## config.mk

```make
export PLATFORM = sky130hd
export DESIGN_NAME = printer_command_framer_top
export DESIGN_NICKNAME = d
export VERILOG_FILES = /design/src/hw/rtl/pcf_pkg.sv /design/src/hw/rtl/pcf_front.sv /design/src/hw/rtl/pcf_queue.sv /design/src/hw/rtl/pcf_back.sv /design/src/hw/rtl/printer_command_framer_top.sv
export SDC_FILE = /design/constraint.sdc
export NUM_CORES = 1
export LEC_CHECK = 0
export ABC_CLOCK_PERIOD_IN_PS = 6200
export BUFFER_PORTS_ARGS = -buffer_cell sky130_fd_sc_hd__clkbuf_2
export CAP_MARGIN = 20
export CORE_UTILIZATION = 40
export CTS_CLUSTER_DIAMETER = 60
export DETAILED_ROUTE_END_ITERATION = 6
export PLACE_DENSITY = 0.61
export SLEW_MARGIN = 0
export SYNTH_ARGS = -nofsm -noshare
export SYNTH_HDL_FRONTEND = slang
export SYNTH_SLANG_ARGS = --single-unit
```

## constraint.sdc

```tcl
create_clock -name clk -period 6.2 [get_ports clk]
set_input_delay 0.31 -clock clk [delete_from_list [all_inputs] [get_ports clk]]
set_output_delay 0.31 -clock clk [all_outputs]
set_load 0.03 [all_outputs]
```

## src/hw/rtl/pcf_pkg.sv

```systemverilog
// ----------------------------------------------------------------------------
// pcf_pkg
// Shared types, framing constants and helpers for the printer command framer.
// ----------------------------------------------------------------------------
package pcf_pkg;

  // Framing bytes
  localparam logic [7:0] ESC_BYTE   = 8'h1B;
  localparam logic [7:0] OPEN2_BYTE = 8'h50;  // 'P'
  localparam logic [7:0] CLOSE2_BYTE = 8'h5C; // backslash
  localparam logic [7:0] TAIL_BYTE  = 8'h10;
  localparam logic [7:0] CHECK_SEED = 8'hFF;

  // Input transfer payload
  typedef struct packed {
    logic [7:0] data_byte;
    logic       last_byte;
    logic       empty_frame;
  } pcf_in_t;

  // Result transfer payload
  typedef struct packed {
    logic [7:0] out_byte;
    logic       frame_end;
  } pcf_out_t;

  // One classified command item, handed from front to back
  typedef struct packed {
    logic       hdr;       // open a frame first
    logic       has_data;  // pass data through
    logic       close;     // emit checksum and trailer after
    logic [7:0] data;
    logic [7:0] check;     // checksum to print when close is set
  } pcf_job_t;

  // Nibble to uppercase ASCII hex digit
  function automatic logic [7:0] hex_digit(input logic [3:0] v);
    logic [7:0] r;
    if (v < 4'd10) begin
      r = 8'h30 + {4'd0, v};
    end else begin
      r = 8'h41 + {4'd0, v} - 8'd10;
    end
    return r;
  endfunction

endpackage

```

## src/hw/rtl/pcf_front.sv

```systemverilog
// ----------------------------------------------------------------------------
// pcf_front
// Accepts command bytes, tracks the open frame and the running XOR checksum,
// and turns each item into one job for the back end.
// ----------------------------------------------------------------------------
module pcf_front (
  input  logic              clk,
  input  logic              rst_n,
  input  logic              in_valid,
  output logic              in_ready,
  input  pcf_pkg::pcf_in_t  in_data,
  output logic              job_valid,
  input  logic              job_ready,
  output pcf_pkg::pcf_job_t job
);

  logic       in_frame_r, in_frame_nxt;
  logic [7:0] check_r, check_nxt;
  logic [7:0] base_check;
  logic [7:0] data_term;
  logic       xfer;

  assign in_ready  = job_ready;
  assign job_valid = in_valid;
  assign xfer      = in_valid && job_ready;

  // Classify the item and fold the byte into the checksum
  always_comb begin
    base_check   = in_frame_r ? check_r : pcf_pkg::CHECK_SEED;
    data_term    = in_data.empty_frame ? 8'h00 : in_data.data_byte;
    job.hdr      = !in_frame_r;
    job.has_data = !in_data.empty_frame;
    job.close    = in_data.empty_frame || in_data.last_byte;
    job.data     = in_data.data_byte;
    job.check    = base_check ^ data_term;

    in_frame_nxt = in_frame_r;
    check_nxt    = check_r;
    if (xfer) begin
      if (job.close) begin
        in_frame_nxt = 1'b0;
        check_nxt    = pcf_pkg::CHECK_SEED;
      end else begin
        in_frame_nxt = 1'b1;
        check_nxt    = job.check;
      end
    end
  end

  // Frame state
  always_ff @(posedge clk) begin
    if (!rst_n) begin
      in_frame_r <= 1'b0;
      check_r    <= pcf_pkg::CHECK_SEED;
    end else begin
      in_frame_r <= in_frame_nxt;
      check_r    <= check_nxt;
    end
  end

  // A closing transfer leaves no frame open
  a_close_ends_frame: assert property (@(posedge clk) disable iff (!rst_n)
    xfer && (in_data.empty_frame || in_data.last_byte) |=> !in_frame_r)
    else $error("frame still open after closing transfer");

  // Checksum is back at its seed whenever no frame is open
  a_seed_when_idle: assert property (@(posedge clk) disable iff (!rst_n)
    !in_frame_r |-> check_r == pcf_pkg::CHECK_SEED)
    else $error("checksum not reseeded outside a frame");

endmodule

```

## src/hw/rtl/pcf_queue.sv

```systemverilog
// ----------------------------------------------------------------------------
// pcf_queue
// Small register queue of jobs between the front and back ends.
// ----------------------------------------------------------------------------
module pcf_queue #(
  parameter int DEPTH = 4
) (
  input  logic              clk,
  input  logic              rst_n,
  input  logic              push_valid,
  output logic              push_ready,
  input  pcf_pkg::pcf_job_t push_job,
  output logic              head_valid,
  input  logic              pop,
  output pcf_pkg::pcf_job_t head_job
);

  localparam int PW = (DEPTH > 1) ? $clog2(DEPTH) : 1;
  localparam int CW = $clog2(DEPTH + 1);
  localparam logic [PW-1:0] LAST_IDX = PW'(DEPTH - 1);
  localparam logic [CW-1:0] FULL_CNT = CW'(DEPTH);

  pcf_pkg::pcf_job_t mem_r [DEPTH];
  logic [PW-1:0] wr_ptr_r, rd_ptr_r;
  logic [CW-1:0] count_r;
  logic          do_push, do_pop;

  assign push_ready = (count_r != FULL_CNT);
  assign head_valid = (count_r != '0);
  assign head_job   = mem_r[rd_ptr_r];
  assign do_push    = push_valid && push_ready;
  assign do_pop     = pop && head_valid;

  // Storage
  always_ff @(posedge clk) begin
    if (do_push) begin
      mem_r[wr_ptr_r] <= push_job;
    end
  end

  // Pointers and fill count
  always_ff @(posedge clk) begin
    if (!rst_n) begin
      wr_ptr_r <= '0;
      rd_ptr_r <= '0;
      count_r  <= '0;
    end else begin
      if (do_push) begin
        wr_ptr_r <= (wr_ptr_r == LAST_IDX) ? '0 : wr_ptr_r + 1'b1;
      end
      if (do_pop) begin
        rd_ptr_r <= (rd_ptr_r == LAST_IDX) ? '0 : rd_ptr_r + 1'b1;
      end
      if (do_push && !do_pop) begin
        count_r <= count_r + 1'b1;
      end else if (do_pop && !do_push) begin
        count_r <= count_r - 1'b1;
      end
    end
  end

  // Fill count never exceeds capacity
  a_count_bound: assert property (@(posedge clk) disable iff (!rst_n)
    count_r <= FULL_CNT)
    else $error("queue overfilled");

endmodule

```

## src/hw/rtl/pcf_back.sv

```systemverilog
// ----------------------------------------------------------------------------
// pcf_back
// Expands the job at the queue head into framed bytes, into the output
// register, one per cycle unless out_ready stalls it.
// ----------------------------------------------------------------------------
module pcf_back (
  input  logic              clk,
  input  logic              rst_n,
  input  logic              head_valid,
  input  pcf_pkg::pcf_job_t head_job,
  output logic              pop,
  output logic              out_valid,
  input  logic              out_ready,
  output pcf_pkg::pcf_out_t out_data
);

  typedef enum logic [2:0] {
    ST_HDR0, ST_HDR1, ST_DATA, ST_CK_HI, ST_CK_LO, ST_ESC, ST_BSL, ST_TAIL
  } step_t;

  step_t             step_r, cur_step, next_step;
  logic              started_r;
  logic              out_valid_r;
  pcf_pkg::pcf_out_t out_data_r;
  logic              emit, last_step;
  pcf_pkg::pcf_out_t emit_data;

  // First step of a fresh job, or where the current one left off
  always_comb begin
    if (started_r) begin
      cur_step = step_r;
    end else if (head_job.hdr) begin
      cur_step = ST_HDR0;
    end else if (head_job.has_data) begin
      cur_step = ST_DATA;
    end else begin
      cur_step = ST_CK_HI;
    end
  end

  // Byte for the current step and the step after it
  always_comb begin
    emit_data.frame_end = 1'b0;
    last_step           = 1'b0;
    case (cur_step)
      ST_HDR0: begin
        emit_data.out_byte = pcf_pkg::ESC_BYTE;
        next_step          = ST_HDR1;
      end
      ST_HDR1: begin
        emit_data.out_byte = pcf_pkg::OPEN2_BYTE;
        next_step          = head_job.has_data ? ST_DATA : ST_CK_HI;
      end
      ST_DATA: begin
        emit_data.out_byte = head_job.data;
        next_step          = ST_CK_HI;
        last_step          = !head_job.close;
      end
      ST_CK_HI: begin
        emit_data.out_byte = pcf_pkg::hex_digit(head_job.check[7:4]);
        next_step          = ST_CK_LO;
      end
      ST_CK_LO: begin
        emit_data.out_byte = pcf_pkg::hex_digit(head_job.check[3:0]);
        next_step          = ST_ESC;
      end
      ST_ESC: begin
        emit_data.out_byte = pcf_pkg::ESC_BYTE;
        next_step          = ST_BSL;
      end
      ST_BSL: begin
        emit_data.out_byte = pcf_pkg::CLOSE2_BYTE;
        next_step          = ST_TAIL;
      end
      ST_TAIL: begin
        emit_data.out_byte  = pcf_pkg::TAIL_BYTE;
        emit_data.frame_end = 1'b1;
        next_step           = ST_HDR0;
        last_step           = 1'b1;
      end
      default: begin
        emit_data.out_byte = pcf_pkg::ESC_BYTE;
        next_step          = ST_HDR0;
      end
    endcase
  end

  assign emit      = head_valid && (!out_valid_r || out_ready);
  assign pop       = emit && last_step;
  assign out_valid = out_valid_r;
  assign out_data  = out_data_r;

  // Sequencer state and output register
  always_ff @(posedge clk) begin
    if (!rst_n) begin
      step_r      <= ST_HDR0;
      started_r   <= 1'b0;
      out_valid_r <= 1'b0;
    end else begin
      if (emit) begin
        out_valid_r <= 1'b1;
        out_data_r  <= emit_data;
        started_r   <= !last_step;
        step_r      <= next_step;
      end else if (out_ready) begin
        out_valid_r <= 1'b0;
      end
    end
  end

  // A job in progress is still at the queue head
  a_started_has_head: assert property (@(posedge clk) disable iff (!rst_n)
    started_r |-> head_valid)
    else $error("sequencer running without a job");

  // frame_end marks only the trailing byte
  a_frame_end_byte: assert property (@(posedge clk) disable iff (!rst_n)
    out_valid_r && out_data_r.frame_end |-> out_data_r.out_byte == pcf_pkg::TAIL_BYTE)
    else $error("frame_end on a byte other than the trailer");

  // The job is retired on the cycle its final byte is emitted
  a_pop_on_last: assert property (@(posedge clk) disable iff (!rst_n)
    pop |=> !started_r)
    else $error("sequencer kept running after retiring a job");

endmodule

```

## src/hw/rtl/printer_command_framer_top.sv

```systemverilog
// ----------------------------------------------------------------------------
// printer_command_framer_top
// Wraps command bytes in ESC 'P' ... checksum ESC '\' 0x10 frames.
// ----------------------------------------------------------------------------
//  channel  | ports                          | payload
//  ---------+--------------------------------+----------------------------------
//  input    | in_valid, in_ready, in_data    | data_byte, last_byte, empty_frame
//  result   | out_valid, out_ready, out_data | out_byte, frame_end
//
//  One output byte per cycle unless out_ready stalls. A mid-frame command
//  byte gives one byte; the first byte of a frame adds two header bytes and
//  a closing item adds five checksum/trailer bytes, set by the back-end byte
//  sequencer. An item goes through the job queue, then the out reg.
//  Reset (rst_n low, synchronous) closes any frame and empties the queue.
//  The front keeps accepting until the job queue fills; out_ready low stalls
//  only the back end.
// ----------------------------------------------------------------------------
module printer_command_framer_top #(
  parameter int QUEUE_DEPTH = 4
) (
  input  logic              clk,
  input  logic              rst_n,
  input  logic              in_valid,
  output logic              in_ready,
  input  pcf_pkg::pcf_in_t  in_data,
  output logic              out_valid,
  input  logic              out_ready,
  output pcf_pkg::pcf_out_t out_data
);

  logic              job_valid, job_ready;
  pcf_pkg::pcf_job_t job;
  logic              head_valid, pop;
  pcf_pkg::pcf_job_t head_job;

  pcf_front u_front (
    .clk       (clk),
    .rst_n     (rst_n),
    .in_valid  (in_valid),
    .in_ready  (in_ready),
    .in_data   (in_data),
    .job_valid (job_valid),
    .job_ready (job_ready),
    .job       (job)
  );

  pcf_queue #(
    .DEPTH (QUEUE_DEPTH)
  ) u_queue (
    .clk        (clk),
    .rst_n      (rst_n),
    .push_valid (job_valid),
    .push_ready (job_ready),
    .push_job   (job),
    .head_valid (head_valid),
    .pop        (pop),
    .head_job   (head_job)
  );

  pcf_back u_back (
    .clk        (clk),
    .rst_n      (rst_n),
    .head_valid (head_valid),
    .head_job   (head_job),
    .pop        (pop),
    .out_valid  (out_valid),
    .out_ready  (out_ready),
    .out_data   (out_data)
  );

endmodule

```

==> impl_metrics.toml <==
[sta]
setup_slack_ns = 2.44
fin_crit_ns = 3.76
relSlewSlack_pct = 31.5
worst_slew_pin_slew_ns = 1.03
fin_crit_sh_pct = 60.7
hold_violations = 0
holdWs_ns = 0.203
clock.fmax_ghz = 0.266
grt_setup_unrepaired = "no"
fin_tns_setup_ns = 0
fin_worst_skew_ns = 0.00737
slew_violations = 0
final-setup-viol-count = 0

[place]
place.gp.congestion = 0.810
pre_cts_ws_ns = 2.40
port_buffers = 24
dp_hpwl_um = 5860
dpl_cell_area_mm2 = 0.00496

[synth]
synth_seq_cells = 108
synth_cell_types = 46
synth_edf_count = 85
synthCells = 329
synthesis.nets = 356
yosysMostFrequentCell = "edfxtp_1"
synth.area.top_cells = "edfxtp_1 54%, dfxtp_1 9.8%, mux4_2 6.7%, ha_1 3.2%, nor2b_1 2.9%"
post-synth-top-area-cell = "edfxtp_1"
synth_top_flop_cell = "edfxtp_1"
ys_seq_area_share_pct = 64.0
netlist_area_mm2 = 0.00471
synth_common_cells = "85 x edfxtp_1, 23 x dfxtp_1, 22 x nor2b_1, 19 x nor2_1, 17 x o21ai_0"
avgSynthCellArea_um2 = 14.3
synth_top_area_share_pct = 54.2
yosys_warnings = 0
async_flop_share_pct = 0

[drt]
routed_wl_um = 8650
drtIter0Drc = 112
vias_per_cell = 5.27
num_vias = 2634
dr.pass1.iters = 5
wl_per_cell_um = 17.3
drc = 0
ant_nets = 0

[clocking]
postCtsHoldBufs = 0
clock_latency_ns = 0.34
cts.path.max_buffers = 2
cts-root-buf = "clkbuf_16"
cts_made_buffers = 9
cts_tree = "built"
htreeDepth = 3
path_clk_slew_ns = 0.07
post_cts_buffers = 0
cts_resized = 0
cts.sinks = 108

[worst_hold_path]
hold_start = "in_data[7]"
holdPathStages = 1
min_path_type = "input pin to register"

[layout]
nFillCells = 998
stdcell_area_mm2 = 0.00522
n_antenna_cell = 0
drive_gt1_share_pct = 16.8
finish.net_count = 379
syn_to_final_growth_pct = 10.9

[pwr]
powerDensity_mw_per_mm2 = 356
finalPower_mw = 1.86
p_leak_nw = 1.76
ir_drop_mv = 0.220

[floorplan]
die-height_um = 110
start_util_pct = 41.1
std_cell_rows = 39
dieArea_mm2 = 0.0122
fp.dieW_um = 110
io_pins = 25
core-area_mm2 = 0.0115

[grt]
antenna_found_initial = 0
gr-total-overflow = 0
grt_pass1_vias = 2747
grt_pass1_wl_um = 14100
grt_usage_pct = 15.2
grt_max_degree = 20

[worst_setup_path]
ff2ff_path_depth = 14
required_ns = 6.46
rrSetupSlack_ns = 2.44
path_max_fanout = 14
cp-endpoint = "u_queue.count_r[2]"
critPathKind = "register to register"
regToRegEndpoint = "u_queue.count_r[2]"
startpoint_type = "register"
crit_arrival_ns = 4.02
worstSetupEndpointType = "register"

[job]
cap_violations = 0

[run_status]
outcome = "complete, no violations"
## registers in the layout, summed over array words and instances, names as in the netlist, named ones only
name	count
u_front.check_r	8
u_back.started_r	1
u_queue.rd_ptr_r	2
u_queue.mem_r	76
u_back.out_data	9
u_front.in_frame_r	1
u_queue.count_r	3
u_queue.wr_ptr_r	2
u_back.step_r	3
u_back.out_valid	1
## worst max-delay path, cell delays in order, from the launching register on
cell and delay, ns:
dfxtp_1 0.65, mux4_2 0.59, nor3_1 0.19, a21o_1 0.16, inv_1 0.08, ha_1 0.34
a21bo_2 0.27, o21bai_1 0.11, nand2_1 0.08, ha_1 0.17, inv_1 0.06, fa_1 0.37
xor2_1 0.15, or3_1 0.30, a21oi_1 0.15
## area by class of cell
| type | count | area, um^2 | share of cell area, % |
|---|---|---|---|
| inverter | 15 | 56.3 | 1.08 |
| sequential | 108 | 3010 | 57.7 |
| clock buffer | 13 | 240 | 4.60 |
| tap | 143 | 179 | 3.43 |
| timing repair buffer | 26 | 135 | 2.59 |
| multi-input combinational | 192 | 1580 | 30.2 |
| clock inverter | 3 | 25.0 | 0.479 |
## layer usage
layer	vias up	GRT usage, %	wire length [um]
met4	0	6.31	178
met5	-	0	0
li1	1287	-	-
met2	49	25.5	4210
met3	12	3.62	364
met1	1286	18.9	3900
## worst min path at each step
stage	to	slack [ns]
3_3_place_gp	u_back.step_r[1]	0.45
3_5_place_dp	u_back.step_r[1]	0.47
5_1_grt	u_queue.mem_r[3][11]	0.21
4_1_cts	u_queue.mem_r[1][13]	0.19
2_1_floorplan	u_queue.mem_r[0][10]	0.41
6_report	u_queue.mem_r[2][13]	0.20
## per-stage QoR
stage | std cells | utilization [%]
after floorplan | 329 | -
after global placement | 484 | 43.2
after detailed placement | 484 | 43.2
after CTS | 500 | 45.6
after global routing | 500 | 45.6
final | 500 | 45.6
## cell families after synthesis
logic type,count (synthesis),share of synthesized area (%)
DFF,108,64.0
muxes,23,10.4
xor gates and xnor gates,11,2.05
adders and majority gates,13,3.61
and+or+nand+nor,89,9.97
AOI/OAI and AO/OA,56,7.47
buffers and inverters,29,2.55
## where the power goes
group          internal, mW  switching (mW)  total [mW]
Sequential            0.886          0.0425       0.928
Combinational         0.149           0.260       0.409
Clock                 0.276           0.245       0.521
## placed cells by master (no fill, tap or decap), types with 2 or more instances in the layout
| cell type | synthesis | layout |
|---|---|---|
| edfxtp_1 | 85 | 85 |
| xnor2_1 | 9 | 9 |
| clkbuf_1 | 10 | 4 |
| mux2i_1 | 3 | 3 |
| nor2_1 | 19 | 19 |
| or2_2 | 3 | 3 |
| buf_4 | 0 | 2 |
| dfxtp_1 | 23 | 23 |
| o21a_1 | 2 | 2 |
| inv_1 | 14 | 14 |
| clkbuf_16 | 0 | 9 |
| o21ai_0 | 17 | 17 |
| and4b_1 | 2 | 2 |
| a211oi_1 | 4 | 4 |
| nand3_1 | 2 | 2 |
| nor3_1 | 11 | 11 |
| o22ai_1 | 3 | 3 |
| a21oi_1 | 14 | 14 |
| a2111oi_0 | 2 | 2 |
| clkbuf_2 | 0 | 24 |
| a22oi_1 | 2 | 2 |
| xor2_1 | 2 | 2 |
| and2_1 | 3 | 3 |
| and3_1 | 6 | 6 |
| mux4_2 | 14 | 14 |
| mux4_1 | 5 | 5 |
| nand2_1 | 15 | 15 |
| a21o_1 | 2 | 2 |
| ha_1 | 12 | 12 |
| or3_1 | 3 | 3 |
| nor2b_1 | 22 | 22 |
Power figures use the tool's default switching activity.
